`src/rtl/core/zstd_pkg.sv`:
```
package zstd_pkg;

  // Number of 5-bit codes packed in one text word, one decode lane each.
  localparam int unsigned LANES = 3;
  localparam int unsigned CODE_W = 5;

  // Field widths fixed by the interface.
  localparam int unsigned CHAR_W = 8;
  localparam int unsigned COUNT_W = 8;
  localparam int unsigned WORD_W = 16;
  localparam int unsigned SLOT_W = 2;

  localparam int unsigned END_BIT = 15;
  localparam logic [COUNT_W-1:0] MAX_CHARS_RESET = 8'd127;

  // Item commands.
  localparam logic CMD_START = 1'b0;
  localparam logic CMD_WORD = 1'b1;

  // Special codes.
  localparam logic [CODE_W-1:0] CODE_SPACE = 5'd0;
  localparam logic [CODE_W-1:0] CODE_SHIFT_UPPER = 5'd4;
  localparam logic [CODE_W-1:0] CODE_SHIFT_PUNCT = 5'd5;
  localparam logic [CODE_W-1:0] CODE_FIRST_CHAR = 5'd6;

  localparam logic [CHAR_W-1:0] CHAR_SPACE = 8'h20;
  localparam logic [CHAR_W-1:0] CHAR_QUERY = 8'h3F;
  localparam logic [CHAR_W-1:0] CHAR_LOWER_A = 8'h61;
  localparam logic [CHAR_W-1:0] CHAR_UPPER_A = 8'h41;

  localparam int unsigned PUNCT_LEN = 25;
  localparam logic [CHAR_W-1:0] PUNCT_TAB [PUNCT_LEN] = '{
    8'h0A, 8'h30, 8'h31, 8'h32, 8'h33, 8'h34, 8'h35, 8'h36, 8'h37, 8'h38,
    8'h39, 8'h2E, 8'h2C, 8'h21, 8'h3F, 8'h5F, 8'h23, 8'h27, 8'h22, 8'h2F,
    8'h5C, 8'h2D, 8'h3A, 8'h28, 8'h29
  };

  typedef enum logic [1:0] {
    ALPHA_LOWER = 2'd0,
    ALPHA_UPPER = 2'd1,
    ALPHA_PUNCT = 2'd2
  } alpha_t;

  // What one lane makes of its code.
  typedef struct packed {
    logic [CHAR_W-1:0] ch;
    logic              has;
    alpha_t            alpha;
  } lane_t;

  typedef struct packed {
    logic [CHAR_W-1:0]  character;
    logic               has_char;
    logic               is_last;
    logic               is_empty;
    logic [COUNT_W-1:0] char_count;
  } result_t;

  typedef struct packed {
    alpha_t             alphabet_select;
    logic [COUNT_W-1:0] words_left;
    logic [COUNT_W-1:0] chars_sent;
    logic               string_active;
  } state_t;

  // Character for a printable code (6 to 31) in the given alphabet.
  function automatic logic [CHAR_W-1:0] lookup(alpha_t alpha, logic [CODE_W-1:0] idx);
    logic [CHAR_W-1:0] ch;
    ch = CHAR_QUERY;
    case (alpha)
      ALPHA_LOWER: ch = CHAR_LOWER_A + CHAR_W'(idx);
      ALPHA_UPPER: ch = CHAR_UPPER_A + CHAR_W'(idx);
      ALPHA_PUNCT: begin
        if (32'(idx) < PUNCT_LEN) begin
          ch = PUNCT_TAB[idx];
        end
      end
      default: ch = CHAR_QUERY;
    endcase
    return ch;
  endfunction

endpackage

```
`src/rtl/core/zstd_if.sv`:
```
interface zstd_item_if;
  logic                         valid;
  logic                         ready;
  logic                         cmd;
  logic [zstd_pkg::COUNT_W-1:0] length_words;
  logic [zstd_pkg::WORD_W-1:0]  text_word;

  modport source (output valid, output cmd, output length_words, output text_word,
                  input ready);
  modport sink (input valid, input cmd, input length_words, input text_word,
                output ready);
endinterface

interface zstd_result_if;
  logic                         valid;
  logic                         ready;
  logic [zstd_pkg::CHAR_W-1:0]  character;
  logic                         has_char;
  logic                         is_last;
  logic                         is_empty;
  logic [zstd_pkg::COUNT_W-1:0] char_count;

  modport source (output valid, output character, output has_char, output is_last,
                  output is_empty, output char_count, input ready);
  modport sink (input valid, input character, input has_char, input is_last,
                input is_empty, input char_count, output ready);
endinterface

```
`src/rtl/core/zstd_lane.sv`:
```
module zstd_lane (
  input  logic [zstd_pkg::CODE_W-1:0] code,
  input  zstd_pkg::alpha_t            alpha_in,
  output zstd_pkg::lane_t             lane
);
  import zstd_pkg::*;

  always_comb begin
    lane.ch = '0;
    lane.has = 1'b0;
    lane.alpha = ALPHA_LOWER;
    if (code == CODE_SPACE) begin
      lane.ch = CHAR_SPACE;
      lane.has = 1'b1;
    end else if (code == CODE_SHIFT_UPPER) begin
      lane.alpha = ALPHA_UPPER;
    end else if (code == CODE_SHIFT_PUNCT) begin
      lane.alpha = ALPHA_PUNCT;
    end else if (code >= CODE_FIRST_CHAR) begin
      lane.ch = lookup(alpha_in, code - CODE_FIRST_CHAR);
      lane.has = 1'b1;
    end
  end

endmodule

```
`src/rtl/core/zstd_merge.sv`:
```
module zstd_merge (
  input  logic                                cmd,
  input  logic [zstd_pkg::COUNT_W-1:0]        length_words,
  input  logic                                end_mark,
  input  zstd_pkg::lane_t [zstd_pkg::LANES-1:0] lanes,
  input  zstd_pkg::state_t                    state,
  input  logic [zstd_pkg::COUNT_W-1:0]        max_chars,
  output zstd_pkg::result_t [zstd_pkg::LANES-1:0] results,
  output logic [zstd_pkg::SLOT_W-1:0]         num_results,
  output zstd_pkg::state_t                    state_next
);
  import zstd_pkg::*;

  logic [COUNT_W-1:0] cnt;
  logic [SLOT_W-1:0]  n;
  logic               stop;
  logic               done;

  always_comb begin
    results = '0;
    state_next = state;
    cnt = state.chars_sent;
    n = '0;
    stop = 1'b0;
    done = 1'b0;
    if (cmd == CMD_START) begin
      state_next.alphabet_select = ALPHA_LOWER;
      state_next.chars_sent = '0;
      state_next.words_left = length_words;
      state_next.string_active = (length_words != '0);
      if (length_words == '0) begin
        results[0].is_last = 1'b1;
        results[0].is_empty = 1'b1;
        n = SLOT_W'(1);
      end
    end else if (state.string_active) begin
      state_next.words_left = state.words_left - COUNT_W'(1);
      if (state.chars_sent >= max_chars) begin
        done = 1'b1;
      end else begin
        // Compact the lanes that produced a character into consecutive slots.
        for (int i = 0; i < LANES; i++) begin
          if (!stop && lanes[i].has) begin
            cnt = cnt + COUNT_W'(1);
            results[n].character = lanes[i].ch;
            results[n].has_char = 1'b1;
            results[n].char_count = cnt;
            n = n + SLOT_W'(1);
            if (cnt >= max_chars) begin
              stop = 1'b1;
            end
          end
        end
        done = stop || end_mark || (state_next.words_left == '0);
        state_next.alphabet_select = lanes[LANES-1].alpha;
      end
      state_next.chars_sent = cnt;
      if (done) begin
        state_next.string_active = 1'b0;
        if (n != '0) begin
          results[n - SLOT_W'(1)].is_last = 1'b1;
        end else begin
          results[0].is_last = 1'b1;
          results[0].char_count = cnt;
          n = SLOT_W'(1);
        end
      end
    end
    num_results = n;
  end

endmodule

```
`src/rtl/core/zstring_text_decoder_unit.sv`:
```
// Channel   Direction  Payload                                             Role
// item      sink       cmd, length_words, text_word                        start or text word
// result    source     character, has_char, is_last, is_empty, char_count  one per character or string end
// cfg       in         cfg_wdata, written while cfg_we is high             character limit
//
// A text word is decoded in the cycle it is transferred; its results (up to three)
// are buffered and then leave one per cycle while result.ready is high. The result
// buffer sets the pace: a new item is taken while the buffer is empty or once the last
// buffered result is being transferred. Reset (rst, synchronous) empties the buffer,
// closes any open string and sets max_chars to 127. A stall on the result side holds
// the buffer and the input side waits.
module zstring_text_decoder_unit (
  input  logic                         clk,
  input  logic                         rst,
  input  logic                         cfg_we,
  input  logic [zstd_pkg::COUNT_W-1:0] cfg_wdata,
  zstd_item_if.sink                    item,
  zstd_result_if.source                result
);
  import zstd_pkg::*;

  // Configuration register.
  logic [COUNT_W-1:0] max_chars;

  // Decoder state carried from one text word to the next.
  state_t state;
  state_t state_next;

  // Result buffer: a small register array filled in one go and drained in order.
  result_t [LANES-1:0] buffer;
  logic [SLOT_W-1:0]   remaining;
  logic [SLOT_W-1:0]   rd_slot;

  lane_t [LANES-1:0]   lanes;
  result_t [LANES-1:0] results;
  logic [SLOT_W-1:0]   num_results;

  logic item_fire;
  logic result_fire;

  // The three codes are decoded side by side; the alphabet shift of one code
  // feeds the next lane, since a shift only lasts for the following code.
  for (genvar i = 0; i < LANES; i++) begin : g_lane
    zstd_lane u_lane (
      .code     (item.text_word[CODE_W*(LANES-1-i) +: CODE_W]),
      .alpha_in ((i == 0) ? state.alphabet_select : lanes[(i == 0) ? 0 : i-1].alpha),
      .lane     (lanes[i])
    );
  end

  // Merging stage: counts characters against the limit, works out where the
  // string ends and packs the results into the first slots.
  zstd_merge u_merge (
    .cmd          (item.cmd),
    .length_words (item.length_words),
    .end_mark     (item.text_word[END_BIT]),
    .lanes        (lanes),
    .state        (state),
    .max_chars    (max_chars),
    .results      (results),
    .num_results  (num_results),
    .state_next   (state_next)
  );

  // Input is taken when the buffer is empty or its last result leaves this cycle.
  assign result_fire = result.valid && result.ready;
  assign item.ready = (remaining == '0) || ((remaining == SLOT_W'(1)) && result.ready);
  assign item_fire = item.valid && item.ready;

  assign result.valid = (remaining != '0);
  assign result.character = buffer[rd_slot].character;
  assign result.has_char = buffer[rd_slot].has_char;
  assign result.is_last = buffer[rd_slot].is_last;
  assign result.is_empty = buffer[rd_slot].is_empty;
  assign result.char_count = buffer[rd_slot].char_count;

  always_ff @(posedge clk) begin
    if (rst) begin
      max_chars <= MAX_CHARS_RESET;
    end else if (cfg_we) begin
      max_chars <= cfg_wdata;
    end
  end

  always_ff @(posedge clk) begin
    if (rst) begin
      state <= '0;
      remaining <= '0;
      rd_slot <= '0;
    end else if (item_fire) begin
      state <= state_next;
      remaining <= num_results;
      rd_slot <= '0;
    end else if (result_fire) begin
      remaining <= remaining - SLOT_W'(1);
      rd_slot <= rd_slot + SLOT_W'(1);
    end
  end

  // Payload needs no reset; it is only read while remaining is non-zero.
  always_ff @(posedge clk) begin
    if (item_fire) begin
      buffer <= results;
    end
  end

endmodule
```
`src/flat_wrapper.sv`:
```
// flat-port wrapper written by rule: the top's interface ports become plain ports
module zstring_text_decoder_unit_flat import zstd_pkg::*;
  (clk, rst, cfg_we, cfg_wdata, item_valid, item_cmd, item_length_words, item_text_word, item_ready, result_valid, result_character, result_has_char, result_is_last, result_is_empty, result_char_count, result_ready);
  zstd_item_if item_i ();
  zstd_result_if result_i ();
  input  logic clk;
  input  logic rst;
  input  logic cfg_we;
  input  logic [zstd_pkg::COUNT_W-1:0] cfg_wdata;
  input wire logic [$bits(item_i.valid)-1:0] item_valid;
  input wire logic [$bits(item_i.cmd)-1:0] item_cmd;
  input wire logic [$bits(item_i.length_words)-1:0] item_length_words;
  input wire logic [$bits(item_i.text_word)-1:0] item_text_word;
  output wire logic [$bits(item_i.ready)-1:0] item_ready;
  output wire logic [$bits(result_i.valid)-1:0] result_valid;
  output wire logic [$bits(result_i.character)-1:0] result_character;
  output wire logic [$bits(result_i.has_char)-1:0] result_has_char;
  output wire logic [$bits(result_i.is_last)-1:0] result_is_last;
  output wire logic [$bits(result_i.is_empty)-1:0] result_is_empty;
  output wire logic [$bits(result_i.char_count)-1:0] result_char_count;
  input wire logic [$bits(result_i.ready)-1:0] result_ready;
  assign item_i.valid = item_valid;
  assign item_i.cmd = item_cmd;
  assign item_i.length_words = item_length_words;
  assign item_i.text_word = item_text_word;
  assign item_ready = item_i.ready;
  assign result_valid = result_i.valid;
  assign result_character = result_i.character;
  assign result_has_char = result_i.has_char;
  assign result_is_last = result_i.is_last;
  assign result_is_empty = result_i.is_empty;
  assign result_char_count = result_i.char_count;
  assign result_i.ready = result_ready;
  zstring_text_decoder_unit u_core (.clk(clk), .rst(rst), .cfg_we(cfg_we), .cfg_wdata(cfg_wdata), .item(item_i), .result(result_i));
endmodule
```
`config.mk`:
```
export PLATFORM = sky130hd
export DESIGN_NAME = zstring_text_decoder_unit_flat
export DESIGN_NICKNAME = d
export VERILOG_FILES = /design/src/rtl/core/zstd_pkg.sv /design/src/rtl/core/zstd_if.sv /design/src/rtl/core/zstd_lane.sv /design/src/rtl/core/zstd_merge.sv /design/src/rtl/core/zstring_text_decoder_unit.sv /design/src/flat_wrapper.sv
export SDC_FILE = /design/constraint.sdc
export NUM_CORES = 1
export LEC_CHECK = 0
export BUFFER_PORTS_ARGS = -buffer_cell sky130_fd_sc_hd__buf_2
export CORE_MARGIN = 2
export CORE_UTILIZATION = 50
export DETAILED_ROUTE_END_ITERATION = 10
export PLACE_DENSITY = 0.77
export SLEW_MARGIN = 10
export SYNTH_ARGS = -nofsm -noshare
export SYNTH_HDL_FRONTEND = slang
export SYNTH_SLANG_ARGS = --single-unit
```
`constraint.sdc`:
```
create_clock -name clk -period 19 [get_ports clk]
set_input_delay 2.85 -clock clk [delete_from_list [all_inputs] [get_ports clk]]
set_output_delay 2.85 -clock clk [all_outputs]
set_load 0.02 [all_outputs]
```
==> impl_metrics.csv <==
group,metric,value,unit
die,ios,59,
global_route,grt_first_pass_wirelength,39.1,mm
synthesis,synth-main-ff-cell,"edfxtp_1",
die,die-area,17700,sq um
sta,worst_slew_pin_slew,1.23,ns
power_and_ir_drop,total_leakage_power,3.47,nW
synthesis,ys_async_sr_fraction,0,%
global_route,grt_max_degree,72,
final_layout,multi_input_area,5630,sq um
placed_design,io_buffer_count,58,
placed_design,placed_cells,1250,
clock_network,cts_tree,"yes",
die,dieHeight,133,um
synthesis,yosys.area.top_type,"edfxtp_1",
sta,maxSlewHeadroom,18.0,%
setup_path,path_class,"in2reg",
outcome,status,"completed",
setup_path,critPathBufInv,5,
synthesis,synth_cell_types,93,
synthesis,syn-instance-count,1018,
setup_path,cp_slowest_stage_delay,0.58,ns
power_and_ir_drop,power_density,78.5,nW/um^2
clock_network,cts.htree.levels,3,
clock_network,cts_buffers,9,
final_layout,final_nets,1154,
final_layout,nFillCells,1523,
sta,drv_slew,0,
synthesis,synth-edff-count,55,
worst_hold_path,hold_path_class,"reg2reg",
setup_path,endpoint_kind,"register",
setup_path,required,19.10,ns
final_layout,fin_cells,1266,
global_route,grt_pass1_vias,7118,
final_layout,area_delta_synth_final,8.41,%
synthesis,yosys-top-cells-area,"edfxtp_1, ha_1, dfxtp_1, nand2_1, nor2_1",
power_and_ir_drop,ir_drop,70.8,uV
synthesis,yosysMostFrequentCell,"nand2_1",
routing,viasPerCell,6.24,
final_layout,layout-drive-gt1-share,11.5,%
routing,vias,7905,
setup_path,crit_chain,"buf_2 > inv_1 > ha_1 > a21o_1 > o211ai_4 > inv_4 > nand2_1 > nand2b_1 > inv_1 > mux2_2 > ha_1 > xnor2_1 > xnor2_1 > inv_1 > ha_1 > o21ai_0 > a21oi_1 > o41ai_1 > nand3_1 > a21oi_1 > a31oi_1 > o31a_1",
setup_path,cp_slowest_cell,"a21oi_1",
setup_path,crit_fanout,24,
global_route,grt_use_total,27.8,%
synthesis,synth_fp_nets,1131,
sta,rsz0062_at_grt,"no",
synthesis,syn_area_per_cell,8.16,sq um
global_route,globalRouteOverflowTotal,0,
die,chipWidth,133,um
synthesis,ys_seq_elements,86,
routing,drcViolationCount,0,
power_and_ir_drop,power,0.706,mW
sta,fin_crit_sh,47.7,%
setup_path,cp_top_family,"compound AO/OA/AOI/OAI gates",
placed_design,hpwl,18.6,mm
clock_network,clk_latency,0.35,ns
final_layout,final_util,54.9,%
placed_design,gp_congestion,0.973,
clock_network,clock_path_buffers,2,
die,core_area,16400,sq um
synthesis,yosysSeqAreaShare,27.4,%
sta,fin_setup_tns,0,ns
synthesis,ys_top_cells_by_count,"nand2_1, nor2_1, ha_1, o21ai_0, a21oi_1",
global_route,antenna_found_initial,0,
die,rows,47,
routing,final_antenna_net_count,0,
final_layout,fin_area,9000,sq um
clock_network,clkSinkCount,86,
sta,skew,0.00938,ns
clock_network,post_cts_buffers,0,
routing,wl_per_cell,19.4,um
routing,routed_wl,24.5,mm
setup_path,crit_path_start_kind,"input port",
sta,finalSetupViolCount,0,
clock_network,cts-root-buf,"clkbuf_16",
final_layout,regArea,2270,sq um
sta,timing.fmax,110,MHz
run,maxCapViolations,0,
die,initial_core_util,50.6,%
placed_design,dpl_cell_area,8720,sq um
clock_network,clk_pin_slew,0.06,ns
clock_network,post_cts_resized,0,
synthesis,ys_warn_count,0,
sta,hold_viol,0,
synthesis,synth_area,8300,sq um
routing,drt_iter0_drc,889,
routing,drt-pass1-iter-count,7,
clock_network,hold_buffers,0,
synthesis,synth_top_area_share,19.9,%
sta,period_needed,9.06,ns
final_layout,antenna_cells,0,
setup_path,worst-endpoint-arrival,9.16,ns
## tightest hold or removal path: cells and delay by family (launching register included)
kind	cells	cell delay, ns
buffers and inverters	1	0.09
DFF	1	0.30
AOI/OAI and AO/OA	1	0.07
## report_power, final
| part | internal (mW) | leakage [nW] | total [mW] | switching [mW] |
|---|---|---|---|---|
| sequential | 0.248 | 0.799 | 0.268 | 0.0201 |
| combinational | 0.0894 | 2.54 | 0.274 | 0.184 |
| clock | 0.0895 | 0.129 | 0.165 | 0.0753 |
| total | 0.427 | 3.47 | 0.706 | 0.280 |
## path summary, 6_finish.rpt
kind                                     from                                to  slack, ns  cells past startpoint
max                        item_text_word[11]    u_core.buffer[3]$_SDFFCE_PN0P_       9.94                     22
min          u_core.remaining[1]$_SDFFE_PP0P_  u_core.remaining[1]$_SDFFE_PP0P_       0.51                      2
max reg2reg      u_core.state[1]$_SDFFE_PP0P_    u_core.buffer[3]$_SDFFCE_PN0P_      11.57                     22
min reg2reg  u_core.remaining[1]$_SDFFE_PP0P_  u_core.remaining[1]$_SDFFE_PP0P_       0.51                      2
## placed cells by master (no fill, tap or decap), types with 5 or more instances in the layout
| cell type | Yosys | routed |
|---|---|---|
| o21ai_0 | 71 | 71 |
| nand2_1 | 105 | 105 |
| nor3_1 | 26 | 25 |
| nand4_1 | 9 | 9 |
| nand2b_1 | 6 | 6 |
| o21a_1 | 10 | 10 |
| or3_1 | 11 | 11 |
| inv_1 | 47 | 47 |
| nand3_1 | 35 | 35 |
| o21ai_1 | 5 | 5 |
| a21oi_1 | 64 | 64 |
| ha_1 | 75 | 75 |
| o22ai_1 | 9 | 9 |
| edfxtp_1 | 55 | 55 |
| mux2i_1 | 27 | 27 |
| a211o_1 | 5 | 5 |
| a21o_1 | 9 | 9 |
| clkbuf_16 | 0 | 9 |
| buf_4 | 1 | 10 |
| o31ai_1 | 7 | 7 |
| o2111ai_1 | 7 | 7 |
| xor2_1 | 22 | 22 |
| dfxtp_1 | 31 | 31 |
| a22oi_1 | 11 | 11 |
| buf_2 | 5 | 58 |
| a31oi_1 | 16 | 16 |
| nor2b_1 | 13 | 13 |
| nor4_1 | 5 | 5 |
| xnor2_1 | 33 | 33 |
| nor2_1 | 97 | 97 |
| a211oi_1 | 29 | 28 |
| o211ai_1 | 17 | 17 |
| a221oi_1 | 6 | 6 |
## layer usage
| layer | wire length (um) | part of all wire, % | track usage (%) | vias to the layer above |
|---|---|---|---|---|
| met4 | 643 | 2.6 | 8.60 | 0 |
| met5 | 0 | 0 | 0 | - |
| met3 | 1940 | 7.9 | 6.59 | 45 |
| met1 | 11600 | 48 | 41.1 | 3672 |
| li1 | - | - | - | 3844 |
| met2 | 10300 | 42 | 40.1 | 344 |
## registers in the layout (all words and copies together) (netlist names)
name,count
u_core.buffer,55
u_core.state,19
u_core.max_chars,8
u_core.rd_slot,2
u_core.remaining,2
## through the flow
stage	hold WS (ns)	setup slack [ns]
global placement	0.480	9.78
global route	0.534	9.55
floorplan	0.460	10.70
CTS	0.512	10.11
finish	0.506	9.94
detailed placement	0.500	9.77
## cell families after synthesis
kind of cell / after synthesis / synth area share (%)
and+or+nand+nor: 335 / 18.7
AOI/OAI and AO/OA: 329 / 27.4
buffers and inverters: 105 / 4.99
DFF: 86 / 27.4
adders and majority gates: 75 / 11.3
xor gates and xnor gates: 57 / 6.27
muxes: 31 / 3.93
## layout make-up
type | count | area share (%)
multi-input cells | 827 | 62.5
flip-flops and latches | 86 | 25.2
repair buffers | 68 | 4.06
well taps | 220 | 3.06
clock buffers | 10 | 2.54
inverters | 49 | 2.07
clock inverters | 6 | 0.514
No activity file was read; power rests on OpenSTA's default activity.
